**config.mk**
```make
export PLATFORM = sky130hd
export DESIGN_NAME = multi_timer_bank
export DESIGN_NICKNAME = d
export VERILOG_FILES = /design/src/rtl/mtb_pkg.sv /design/src/rtl/mtb_ram.sv /design/src/rtl/mtb_ctrl.sv /design/src/rtl/mtb_datapath.sv /design/src/rtl/multi_timer_bank.sv
export SDC_FILE = /design/constraint.sdc
export NUM_CORES = 2
export LEC_CHECK = 0
export ABC_AREA = 1
export BUFFER_PORTS_ARGS = -buffer_cell sky130_fd_sc_hd__buf_2
export CAP_MARGIN = 20
export CORE_MARGIN = 2
export CORE_UTILIZATION = 25
export CTS_CLUSTER_SIZE = 30
export DETAILED_ROUTE_END_ITERATION = 10
export GPL_ROUTABILITY_DRIVEN = 0
export GPL_TIMING_DRIVEN = 1
export PLACE_DENSITY_LB_ADDON = 0.1
export SLEW_MARGIN = 10
export SYNTH_ARGS = -nofsm -noshare
export SYNTH_HDL_FRONTEND = slang
export SYNTH_SLANG_ARGS = --single-unit
```
**constraint.sdc**
```tcl
create_clock -name clk -period 14.8 [get_ports clk]
set_input_delay 0.74 -clock clk [delete_from_list [all_inputs] [get_ports clk]]
set_output_delay 0.74 -clock clk [all_outputs]
set_load 0.02 [all_outputs]
```
**src/rtl/mtb_pkg.sv**
```systemverilog
`default_nettype none
// ----------------------------------------------------------------------------
// mtb_pkg: shared types and constants of the timer bank
// Holds the operation, mode, unit and status codes, the per-slot record and
// the command and status bundles between the controller and the datapath.
// ----------------------------------------------------------------------------
package mtb_pkg;

  localparam int SLOT_W   = 4;
  localparam int COUNT_W  = 32;
  localparam int TV_W     = 16;
  localparam int TICK_W   = 10;
  localparam int NUM_W    = 5;

  localparam int MS_PER_S    = 1000;
  localparam int S_PER_MIN   = 60;
  localparam int MS_PER_MIN  = MS_PER_S * S_PER_MIN;
  localparam int MAX_OUT     = 16;

  typedef enum logic [2:0] {
    OP_CONFIGURE = 3'd0,
    OP_START     = 3'd1,
    OP_STOP      = 3'd2,
    OP_TICK      = 3'd3,
    OP_READ      = 3'd4,
    OP_RELEASE   = 3'd5
  } op_t;

  // Operation codes that the bank takes and drops.
  localparam logic [2:0] OP_SPARE_6 = 3'd6;
  localparam logic [2:0] OP_SPARE_7 = 3'd7;

  localparam logic [1:0] MODE_UNUSED   = 2'd0;
  localparam logic [1:0] MODE_ONESHOT  = 2'd1;
  localparam logic [1:0] MODE_PERIODIC = 2'd2;

  localparam logic [1:0] UNIT_MS  = 2'd0;
  localparam logic [1:0] UNIT_SEC = 2'd1;
  localparam logic [1:0] UNIT_MIN = 2'd2;

  localparam logic [1:0] ST_UNUSED    = 2'd0;
  localparam logic [1:0] ST_STOPPED   = 2'd1;
  localparam logic [1:0] ST_RUNNING   = 2'd2;
  localparam logic [1:0] ST_COMPLETED = 2'd3;

  // One slot as it sits in the slot memory.
  typedef struct packed {
    logic [COUNT_W-1:0] period;
    logic [COUNT_W-1:0] count;
    logic [1:0]         mode;
    logic [1:0]         status;
  } slot_rec_t;

  // One result as it leaves the block.
  typedef struct packed {
    logic [SLOT_W-1:0]  slot;
    logic [1:0]         status;
    logic [COUNT_W-1:0] remaining;
    logic               expired;
    logic               last;
  } result_t;

  typedef enum logic [2:0] {
    S_IDLE,
    S_OP_READ,
    S_OP_EXEC,
    S_TICK_FIRST,
    S_TICK_RUN,
    S_TICK_FLUSH
  } ctrl_state_t;

  typedef enum logic [1:0] {
    SRC_IDX,
    SRC_CNT,
    SRC_CNT_NEXT
  } rd_src_t;

  typedef struct packed {
    logic    latch;
    logic    rd_en;
    rd_src_t rd_src;
    logic    op_commit;
    logic    tick_step;
    logic    flush;
  } mtb_cmd_t;

  typedef struct packed {
    logic in_tick;
    logic in_ok;
    logic out_free;
    logic pend_valid;
    logic tick_stall;
    logic cnt_last;
  } mtb_stat_t;

endpackage

`default_nettype wire

```
**src/rtl/mtb_ram.sv**
```systemverilog
`default_nettype none
// ----------------------------------------------------------------------------
// mtb_ram: generic single-write, single-read RAM
// One write port and one read port; the read data is registered and holds
// while the read enable is low.
// ----------------------------------------------------------------------------
module mtb_ram #(
  parameter int WIDTH = 8,
  parameter int DEPTH = 16,
  localparam int ADDR_W = (DEPTH > 1) ? $clog2(DEPTH) : 1
) (
  input  wire logic                  clk,
  input  wire logic                  we,
  input  wire logic [ADDR_W-1:0]     waddr,
  input  wire logic [WIDTH-1:0]      wdata,
  input  wire logic                  re,
  input  wire logic [ADDR_W-1:0]     raddr,
  output logic      [WIDTH-1:0]      rdata
);

  logic [WIDTH-1:0] mem [DEPTH];

  // Write port.
  always_ff @(posedge clk) begin
    if (we) begin
      mem[waddr] <= wdata;
    end
  end

  // Registered read port.
  always_ff @(posedge clk) begin
    if (re) begin
      rdata <= mem[raddr];
    end
  end

endmodule

`default_nettype wire

```
**src/rtl/mtb_ctrl.sv**
```systemverilog
`default_nettype none
// ----------------------------------------------------------------------------
// mtb_ctrl: sequencer of the timer bank
// Takes one request at a time and steps the datapath through a slot
// read-modify-write, or through a sweep of every slot for a tick.
// ----------------------------------------------------------------------------
module mtb_ctrl
  import mtb_pkg::*;
(
  input  wire logic      clk,
  input  wire logic      rst_n,
  input  wire logic      in_valid,
  output logic           in_ready,
  input  wire mtb_stat_t stat,
  output mtb_cmd_t       cmd
);

  ctrl_state_t state_r;
  ctrl_state_t state_nxt;

  // State register.
  always_ff @(posedge clk) begin
    if (!rst_n) begin
      state_r <= S_IDLE;
    end else begin
      state_r <= state_nxt;
    end
  end

  // Next state and commands.
  always_comb begin
    state_nxt  = state_r;
    cmd        = '0;
    cmd.rd_src = SRC_IDX;
    in_ready   = 1'b0;
    unique case (state_r)
      S_IDLE: begin
        in_ready = 1'b1;
        if (in_valid) begin
          cmd.latch = 1'b1;
          if (stat.in_tick) begin
            state_nxt = S_TICK_FIRST;
          end else if (stat.in_ok) begin
            state_nxt = S_OP_READ;
          end
        end
      end
      S_OP_READ: begin
        cmd.rd_en  = 1'b1;
        cmd.rd_src = SRC_IDX;
        state_nxt  = S_OP_EXEC;
      end
      S_OP_EXEC: begin
        if (stat.out_free) begin
          cmd.op_commit = 1'b1;
          state_nxt     = S_IDLE;
        end
      end
      S_TICK_FIRST: begin
        cmd.rd_en  = 1'b1;
        cmd.rd_src = SRC_CNT;
        state_nxt  = S_TICK_RUN;
      end
      S_TICK_RUN: begin
        // The slot in the read register is updated unless an expiry has to
        // wait for the output register.
        if (!stat.tick_stall) begin
          cmd.tick_step = 1'b1;
          if (stat.cnt_last) begin
            state_nxt = S_TICK_FLUSH;
          end else begin
            cmd.rd_en  = 1'b1;
            cmd.rd_src = SRC_CNT_NEXT;
          end
        end
      end
      S_TICK_FLUSH: begin
        cmd.flush = 1'b1;
        if (!stat.pend_valid || stat.out_free) begin
          state_nxt = S_IDLE;
        end
      end
      default: begin
        state_nxt = S_IDLE;
      end
    endcase
  end

endmodule

`default_nettype wire

```
**src/rtl/mtb_datapath.sv**
```systemverilog
`default_nettype none
// ----------------------------------------------------------------------------
// mtb_datapath: slot memory, arithmetic and result registers
// Holds the slot records, the tick step, the unit multiplier, a pending
// expiry register that decides the last marker, and the output register.
// ----------------------------------------------------------------------------
module mtb_datapath
  import mtb_pkg::*;
#(
  parameter int NUM_TIMERS = 16
) (
  input  wire logic              clk,
  input  wire logic              rst_n,
  input  wire logic [2:0]        in_op,
  input  wire logic [SLOT_W-1:0] in_idx,
  input  wire logic [TV_W-1:0]   in_tv,
  input  wire logic [1:0]        in_mode,
  input  wire logic [1:0]        in_unit,
  input  wire logic              cfg_we,
  input  wire logic [TICK_W-1:0] cfg_tick,
  input  wire mtb_cmd_t          cmd,
  output mtb_stat_t              stat,
  input  wire logic              out_ready,
  output logic                   out_valid,
  output result_t                out_res
);

  localparam int ADDR_W = (NUM_TIMERS > 1) ? $clog2(NUM_TIMERS) : 1;
  localparam int REC_W  = $bits(slot_rec_t);
  localparam int IDX_XW = 7;

  // Latched request fields.
  op_t               op_r;
  logic [SLOT_W-1:0] idx_r;
  logic [TV_W-1:0]   tv_r;
  logic [1:0]        mode_r;
  logic [1:0]        unit_r;
  logic [COUNT_W-1:0] prod_r;
  logic [TICK_W-1:0] tick_ms_r;

  logic [ADDR_W-1:0] cnt_r;
  logic [NUM_W-1:0]  n_r;
  logic [NUM_TIMERS-1:0] valid_r;
  logic              rvalid_r;

  logic              out_valid_r;
  result_t           out_res_r;
  logic              pend_valid_r;
  result_t           pend_res_r;

  logic [ADDR_W-1:0] idx_addr;
  logic [ADDR_W-1:0] raddr;
  logic [ADDR_W-1:0] waddr;
  logic              we;
  logic [REC_W-1:0]  ram_rdata;
  slot_rec_t         cur;
  slot_rec_t         op_rec;
  slot_rec_t         tick_rec;
  slot_rec_t         wrec;
  logic [TV_W-1:0]   mult_sel;
  logic [COUNT_W-1:0] prod_nxt;
  logic [COUNT_W-1:0] sub_cnt;
  logic              fire;
  logic              report;
  logic              out_free;
  result_t           op_res;
  result_t           tick_res;
  result_t           flush_res;

  assign idx_addr = ADDR_W'(idx_r);
  assign out_free = !out_valid_r || out_ready;

  // Request decode seen by the sequencer.
  assign stat.in_tick    = (in_op == OP_TICK);
  assign stat.in_ok      = (in_op <= OP_RELEASE) && (in_op != OP_TICK) &&
                           (IDX_XW'(in_idx) < IDX_XW'(NUM_TIMERS));
  assign stat.out_free   = out_free;
  assign stat.pend_valid = pend_valid_r;
  assign stat.tick_stall = report && pend_valid_r && !out_free;
  assign stat.cnt_last   = (cnt_r == ADDR_W'(NUM_TIMERS - 1));

  // Request fields are captured at acceptance.
  always_ff @(posedge clk) begin
    if (cmd.latch) begin
      op_r   <= op_t'(in_op);
      idx_r  <= in_idx;
      tv_r   <= in_tv;
      mode_r <= in_mode;
      unit_r <= in_unit;
    end
  end

  // Timeout scaled to milliseconds; registered after the request fields are latched.
  always_comb begin
    mult_sel = (unit_r == UNIT_SEC) ? TV_W'(MS_PER_S) : TV_W'(MS_PER_MIN);
    prod_nxt = COUNT_W'(tv_r) * COUNT_W'(mult_sel);
  end

  always_ff @(posedge clk) begin
    prod_r <= prod_nxt;
  end

  // Tick length register.
  always_ff @(posedge clk) begin
    if (!rst_n) begin
      tick_ms_r <= TICK_W'(1);
    end else if (cfg_we) begin
      tick_ms_r <= cfg_tick;
    end
  end

  // Sweep counter and number of reported expiries.
  always_ff @(posedge clk) begin
    if (!rst_n) begin
      cnt_r <= '0;
      n_r   <= '0;
    end else if (cmd.latch) begin
      cnt_r <= '0;
      n_r   <= '0;
    end else if (cmd.tick_step) begin
      if (!stat.cnt_last) begin
        cnt_r <= cnt_r + ADDR_W'(1);
      end
      if (report) begin
        n_r <= n_r + NUM_W'(1);
      end
    end
  end

  // Slot memory address and write selection.
  always_comb begin
    case (cmd.rd_src)
      SRC_CNT:      raddr = cnt_r;
      SRC_CNT_NEXT: raddr = cnt_r + ADDR_W'(1);
      default:      raddr = idx_addr;
    endcase
    we    = cmd.op_commit || cmd.tick_step;
    waddr = cmd.op_commit ? idx_addr : cnt_r;
    wrec  = cmd.op_commit ? op_rec : tick_rec;
  end

  mtb_ram #(
    .WIDTH (REC_W),
    .DEPTH (NUM_TIMERS)
  ) u_slot_ram (
    .clk   (clk),
    .we    (we),
    .waddr (waddr),
    .wdata (wrec),
    .re    (cmd.rd_en),
    .raddr (raddr),
    .rdata (ram_rdata)
  );

  // A slot that was never written reads as its reset record.
  always_ff @(posedge clk) begin
    if (!rst_n) begin
      valid_r  <= '0;
      rvalid_r <= 1'b0;
    end else begin
      if (we) begin
        valid_r[waddr] <= 1'b1;
      end
      if (cmd.rd_en) begin
        rvalid_r <= valid_r[raddr];
      end
    end
  end

  assign cur = rvalid_r ? slot_rec_t'(ram_rdata) : '0;

  // Single-slot operations.
  always_comb begin
    op_rec = cur;
    case (op_r)
      OP_CONFIGURE: begin
        op_rec.mode = mode_r;
        case (unit_r)
          UNIT_MS:  op_rec.period = COUNT_W'(tv_r);
          UNIT_SEC: op_rec.period = prod_r;
          UNIT_MIN: op_rec.period = prod_r;
          default:  op_rec.period = cur.period;
        endcase
      end
      OP_START: begin
        if (cur.period != '0) begin
          op_rec.status = ST_RUNNING;
          op_rec.count  = cur.period;
        end
      end
      OP_STOP: begin
        op_rec.status = ST_STOPPED;
      end
      OP_RELEASE: begin
        op_rec = '0;
      end
      default: begin
        op_rec = cur;
      end
    endcase
    op_res.slot      = idx_r;
    op_res.status    = op_rec.status;
    op_res.remaining = op_rec.count;
    op_res.expired   = 1'b0;
    op_res.last      = 1'b1;
  end

  // One tick on the slot in the read register.
  always_comb begin
    tick_rec = cur;
    fire     = 1'b0;
    sub_cnt  = (cur.count < COUNT_W'(tick_ms_r)) ? '0 : cur.count - COUNT_W'(tick_ms_r);
    if (cur.status == ST_RUNNING) begin
      tick_rec.count = sub_cnt;
      if (sub_cnt == '0) begin
        if (cur.mode == MODE_ONESHOT) begin
          tick_rec.status = ST_COMPLETED;
          fire            = 1'b1;
        end else if (cur.mode == MODE_PERIODIC) begin
          tick_rec.count = cur.period;
          fire           = 1'b1;
        end
      end
    end
    report             = fire && (n_r < NUM_W'(MAX_OUT));
    tick_res.slot      = SLOT_W'(cnt_r);
    tick_res.status    = tick_rec.status;
    tick_res.remaining = tick_rec.count;
    tick_res.expired   = 1'b1;
    tick_res.last      = 1'b0;
  end

  // The final expiry of a sweep leaves with the last marker set.
  always_comb begin
    flush_res      = pend_res_r;
    flush_res.last = 1'b1;
  end

  // Pending expiry: held back until it is known whether another follows.
  always_ff @(posedge clk) begin
    if (!rst_n) begin
      pend_valid_r <= 1'b0;
    end else if (cmd.tick_step && report) begin
      pend_valid_r <= 1'b1;
    end else if (cmd.flush && out_free) begin
      pend_valid_r <= 1'b0;
    end
  end

  always_ff @(posedge clk) begin
    if (cmd.tick_step && report) begin
      pend_res_r <= tick_res;
    end
  end

  // Output register.
  always_ff @(posedge clk) begin
    if (!rst_n) begin
      out_valid_r <= 1'b0;
    end else if (cmd.op_commit) begin
      out_valid_r <= 1'b1;
      out_res_r   <= op_res;
    end else if (cmd.tick_step && report && pend_valid_r) begin
      out_valid_r <= 1'b1;
      out_res_r   <= pend_res_r;
    end else if (cmd.flush && pend_valid_r && out_free) begin
      out_valid_r <= 1'b1;
      out_res_r   <= flush_res;
    end else if (out_ready) begin
      out_valid_r <= 1'b0;
    end
  end

  assign out_valid = out_valid_r;
  assign out_res   = out_res_r;

endmodule

`default_nettype wire

```
**src/rtl/multi_timer_bank.sv**
```systemverilog
`default_nettype none
// ----------------------------------------------------------------------------
// multi_timer_bank: bank of software-style timer slots
// Configure, start, stop, tick, read and release requests on one stream;
// status and expiry results on another.
// ----------------------------------------------------------------------------
// Usage:
//   The in_ channel carries one request per transfer. Configure, start, stop,
//   read and release act on one slot and return one result (tlast high,
//   tuser low): the slot is read in the cycle after acceptance, then updated
//   once the output register is free, and the result is registered there;
//   the next request is taken only after that update.
//   A tick sweeps every slot, one slot per cycle through the slot memory
//   port while no expiry waits for the output register; no request is
//   taken until the sweep ends. Up to MAX_OUT expiries per tick each give
//   one result with tuser high, in slot order, tlast on the final one; a
//   tick without expiry gives no result. Requests with codes 6 or 7, or
//   with a slot index beyond the bank, are taken and dropped at acceptance.
//   The cfg_ channel writes tick_ms (ms per tick) and is always ready; write
//   it only while the bank is idle.
//   Reset clears all slots to unused with zero counts and tick_ms to 1; no
//   clearing pass is needed. When out_tready is low the result waits in the
//   output register; a sweep holds its place and a single-slot request waits
//   until the register frees.
// ----------------------------------------------------------------------------
module multi_timer_bank
  import mtb_pkg::*;
#(
  parameter int NUM_TIMERS = 16
) (
  input  wire logic        clk,
  input  wire logic        rst_n,
  // Request channel.
  input  wire logic        in_tvalid,
  output logic             in_tready,
  // in_tdata: operation[2:0], timer_index[6:3], timeout_value[22:7],
  //           timer_mode[24:23], time_unit[26:25], zero fill[31:27]
  input  wire logic [31:0] in_tdata,
  // Result channel.
  output logic             out_tvalid,
  input  wire logic        out_tready,
  // out_tdata: slot[3:0], slot_status[5:4], remaining[37:6], zero fill[39:38]
  output logic [39:0]      out_tdata,
  // out_tuser: expired[0]
  output logic [0:0]       out_tuser,
  output logic             out_tlast,
  // Configuration channel.
  input  wire logic        cfg_tvalid,
  output logic             cfg_tready,
  // cfg_tdata: tick_ms[9:0], zero fill[15:10]
  input  wire logic [15:0] cfg_tdata
);

  mtb_cmd_t  cmd;
  mtb_stat_t stat;
  result_t   res;

  assign cfg_tready = 1'b1;

  mtb_ctrl u_ctrl (
    .clk      (clk),
    .rst_n    (rst_n),
    .in_valid (in_tvalid),
    .in_ready (in_tready),
    .stat     (stat),
    .cmd      (cmd)
  );

  mtb_datapath #(
    .NUM_TIMERS (NUM_TIMERS)
  ) u_datapath (
    .clk       (clk),
    .rst_n     (rst_n),
    .in_op     (in_tdata[2:0]),
    .in_idx    (in_tdata[6:3]),
    .in_tv     (in_tdata[22:7]),
    .in_mode   (in_tdata[24:23]),
    .in_unit   (in_tdata[26:25]),
    .cfg_we    (cfg_tvalid),
    .cfg_tick  (cfg_tdata[9:0]),
    .cmd       (cmd),
    .stat      (stat),
    .out_ready (out_tready),
    .out_valid (out_tvalid),
    .out_res   (res)
  );

  // Result packing.
  assign out_tdata = {2'b00, res.remaining, res.status, res.slot};
  assign out_tuser = res.expired;
  assign out_tlast = res.last;

endmodule

`default_nettype wire

```
==> flow_summary.yaml <==
clock_tree:
  cts.sinks: 1331
  cts_made_buffers: 152
  clkTransAtPathRegs_ns: 0.06
  htreeDepth: 4
  cts_setup_buffers: 0
  cts_tree: "yes"
  postCtsHoldBufs: 0
  cts_resized: 0
  clkLatencyLatePin_ns: 0.81
  root_buffer: "clkbuf_16"
  cts_buffer_depth: 3
synthesis:
  syn-instance-count: 5004
  syn-cell-area_mm2: 0.0608
  syn_area_per_cell_um2: 12.2
  yosysSeqAreaShare_pct: 64.5
  synth-async-reset-ratio_pct: 0
  synth_edf_count: 1261
  ys.flop_type: "edfxtp_1"
  yosysWarnings: 0
  yosys_register_bits: 1331
  synth_cell_types: 46
finish:
  layout_commonest_cell: "edfxtp_1"
  layout.nets: 5324
  area_growth_pct: 14.8
  final_cell_mix: "1261 x edfxtp_1, 601 x nand2_1, 488 x a21oi_1"
  drive_gt1_share_pct: 8.90
  fin_area_mm2: 0.0699
  final_util_pct: 28.8
detailed_routing:
  drt-initial-drc-count: 2954
  antenna_left: 0
  first_pass_iters: 5
  route.detailed.drc: 0
  via_count: 39974
  viasPerCell: 4.79
  drt_wl_total_mm: 202
  wl_per_cell_um: 24.2
placed_design:
  placed_area_mm2: 0.0650
  dp_hpwl_mm: 114
  place_ws_ns: 5.90
  port_buffers: 83
sta:
  hold_violations: 0
  finalSetupTns_ns: 0
  relSlewSlack_pct: 30.4
  worst_slack_ns: 5.96
  setup_viol: 0
  rsz0062_at_grt: "no"
  skew_ns: 0.0331
  worst-slew-pin-transition_ns: 1.04
  slew_violations: 0
  period_minus_slack_ns: 8.84
  max_clock_freq_mhz: 113
  period_share_pct: 59.7
min_path:
  hold_class: "in2reg"
global_route:
  grt_max_degree: 181
  grt_pass1_wl_mm: 291
  grt_antenna_before_repair: 7
  grt_pass1_vias: 39320
  overflow: 0
  track_usage_pct: 16.0
setup_path:
  rr_endpoint: "u_datapath.u_slot_ram.rdata[42]"
  startpoint: "u_datapath.rvalid_r"
  critical_path.slowest_cell: "nand3_2"
  reg2reg_from: "u_datapath.rvalid_r"
  r2r_cells: 28
  crit_end: "u_datapath.u_slot_ram.rdata[42]"
  r2r_slack_ns: 5.96
  arrival_ns: 9.38
  worstPathRequired_ns: 15.34
  critPathKind: "reg2reg"
  cpMostUsedCell: "nand2_1"
  cp-end-kind: "register"
  worstPathMaxFanout: 133
  worst_setup_path_start_kind: "register"
  slowest_delay_ns: 0.81
floorplanning:
  coreArea_mm2: 0.243
  die_y_um: 497
  pin_count: 98
  initial_core_util_pct: 25.1
  num_rows: 181
  die_area_mm2: 0.247
  die_x_um: 497
run:
  maxCapViolCount: 0
run_status:
  outcome: "finished clean"
-- cell type report --
| type | instances | area [um2] |
|---|---|---|
| repair buffers | 194 | 1340 |
| inverters | 375 | 1490 |
| well taps | 3202 | 4010 |
| fillers | 24790 | 173000 |
| multi-input cells | 2970 | 18900 |
| clock buffers | 205 | 4170 |
| clock inverters | 72 | 627 |
| flip-flops and latches | 1331 | 39300 |
| diodes | 3 | 7.51 |
-- worst min path at each step --
stage / slack (ns) / endpoint / cells past startpoint / start
floorplan: 0.43 / u_datapath.valid_r[0] / 2 / u_datapath.valid_r[0]
finish: 0.12 / u_datapath.unit_r[0] / 1 / in_tdata[25]
global route: 0.07 / u_datapath.idx_addr[3] / 1 / in_tdata[6]
detailed placement: 0.44 / u_datapath.valid_r[4] / 2 / u_datapath.valid_r[4]
global placement: 0.44 / u_datapath.valid_r[2] / 2 / u_datapath.valid_r[2]
CTS: 0.03 / u_datapath.tv_r[0] / 1 / in_tdata[7]
-- metrics by stage --
stage	instances	hold WS, ns
after floorplan	5005	0.427
after global placement	8064	0.436
after detailed placement	8069	0.437
after CTS	8346	0.0346
after global routing	8350	0.0680
final	8352	0.118
-- state kept, by name, indices dropped and copies added, names as in the netlist, 10 cells and up --
| signal | cells |
|---|---|
| u_datapath.tick_ms_r | 10 |
| u_datapath.flush_res | 38 |
| u_datapath.u_slot_ram.mem | 1088 |
| u_datapath.valid_r | 16 |
| u_datapath.prod_r | 29 |
| u_datapath.u_slot_ram.rdata | 68 |
| u_datapath.tv_r | 16 |
| u_datapath.out_res | 40 |
-- layer usage --
metal	wire length [um]	global-route usage, %	part of all wire, %	up-vias
met3	8520	2.30	4.2	253
met1	96700	22.9	48	20212
li1	-	-	-	18559
met4	5790	5.14	2.9	0
met5	0	0	0	-
met2	91100	24.7	45	950
-- synthesized netlist by cell type, types with 3 or more instances --
cell      instances  area share [%]
buf_1            30            0.19
nor3_1           15            0.12
xnor2_1          12            0.17
xor2_1           22            0.32
buf_6             5           0.093
a21oi_1         490             4.0
o21ai_1          33            0.27
dfxtp_1          70             2.3
inv_2            15           0.093
o211ai_1        147             1.8
edfxtp_1       1261              62
o221ai_1        164             2.4
nand3b_1          3           0.037
o22ai_1          26            0.27
o21a_1            7           0.086
ha_1            139             2.9
nor2_1          353             2.2
buf_4             8           0.099
a31oi_1          26            0.27
nand2_1         604             3.7
nand4_1          34            0.35
o21ai_0         377             3.1
inv_1           358             2.2
o32ai_1         137             2.0
clkbuf_1        285             1.8
nand3_1         100            0.82
fa_1            108             3.6
mux2i_1         136             2.2
nand2_2          14            0.14
-- worst max-delay path, delay by kind of cell, from the launching register on --
kind	cells	cell delay (ns)
flip-flops	1	0.46
AO/OA/AOI/OAI	4	0.66
multiplexers	1	0.28
buffers and inverters	5	1.92
adder cells (fa/ha/maj)	3	0.95
AND/OR/NAND/NOR	15	4.01
-- kinds of logic (layout without fill, tap and decap cells) --
family / after synthesis / count (layout) / synth area share [%]
fa+ha+maj: 247 / 247 / 6.41
buf+inv: 704 / 846 / 4.46
compound gates: 1417 / 1417 / 14.3
flops: 1331 / 1331 / 64.5
mux: 136 / 136 / 2.24
other cells: 2 / 6 / 0.0123
simple gates: 1133 / 1133 / 7.55
xor+xnor: 34 / 34 / 0.489
Power is left out: the tool's default activity adds up to more than one toggle a clock period on the data nets, which glitch-free logic cannot reach.
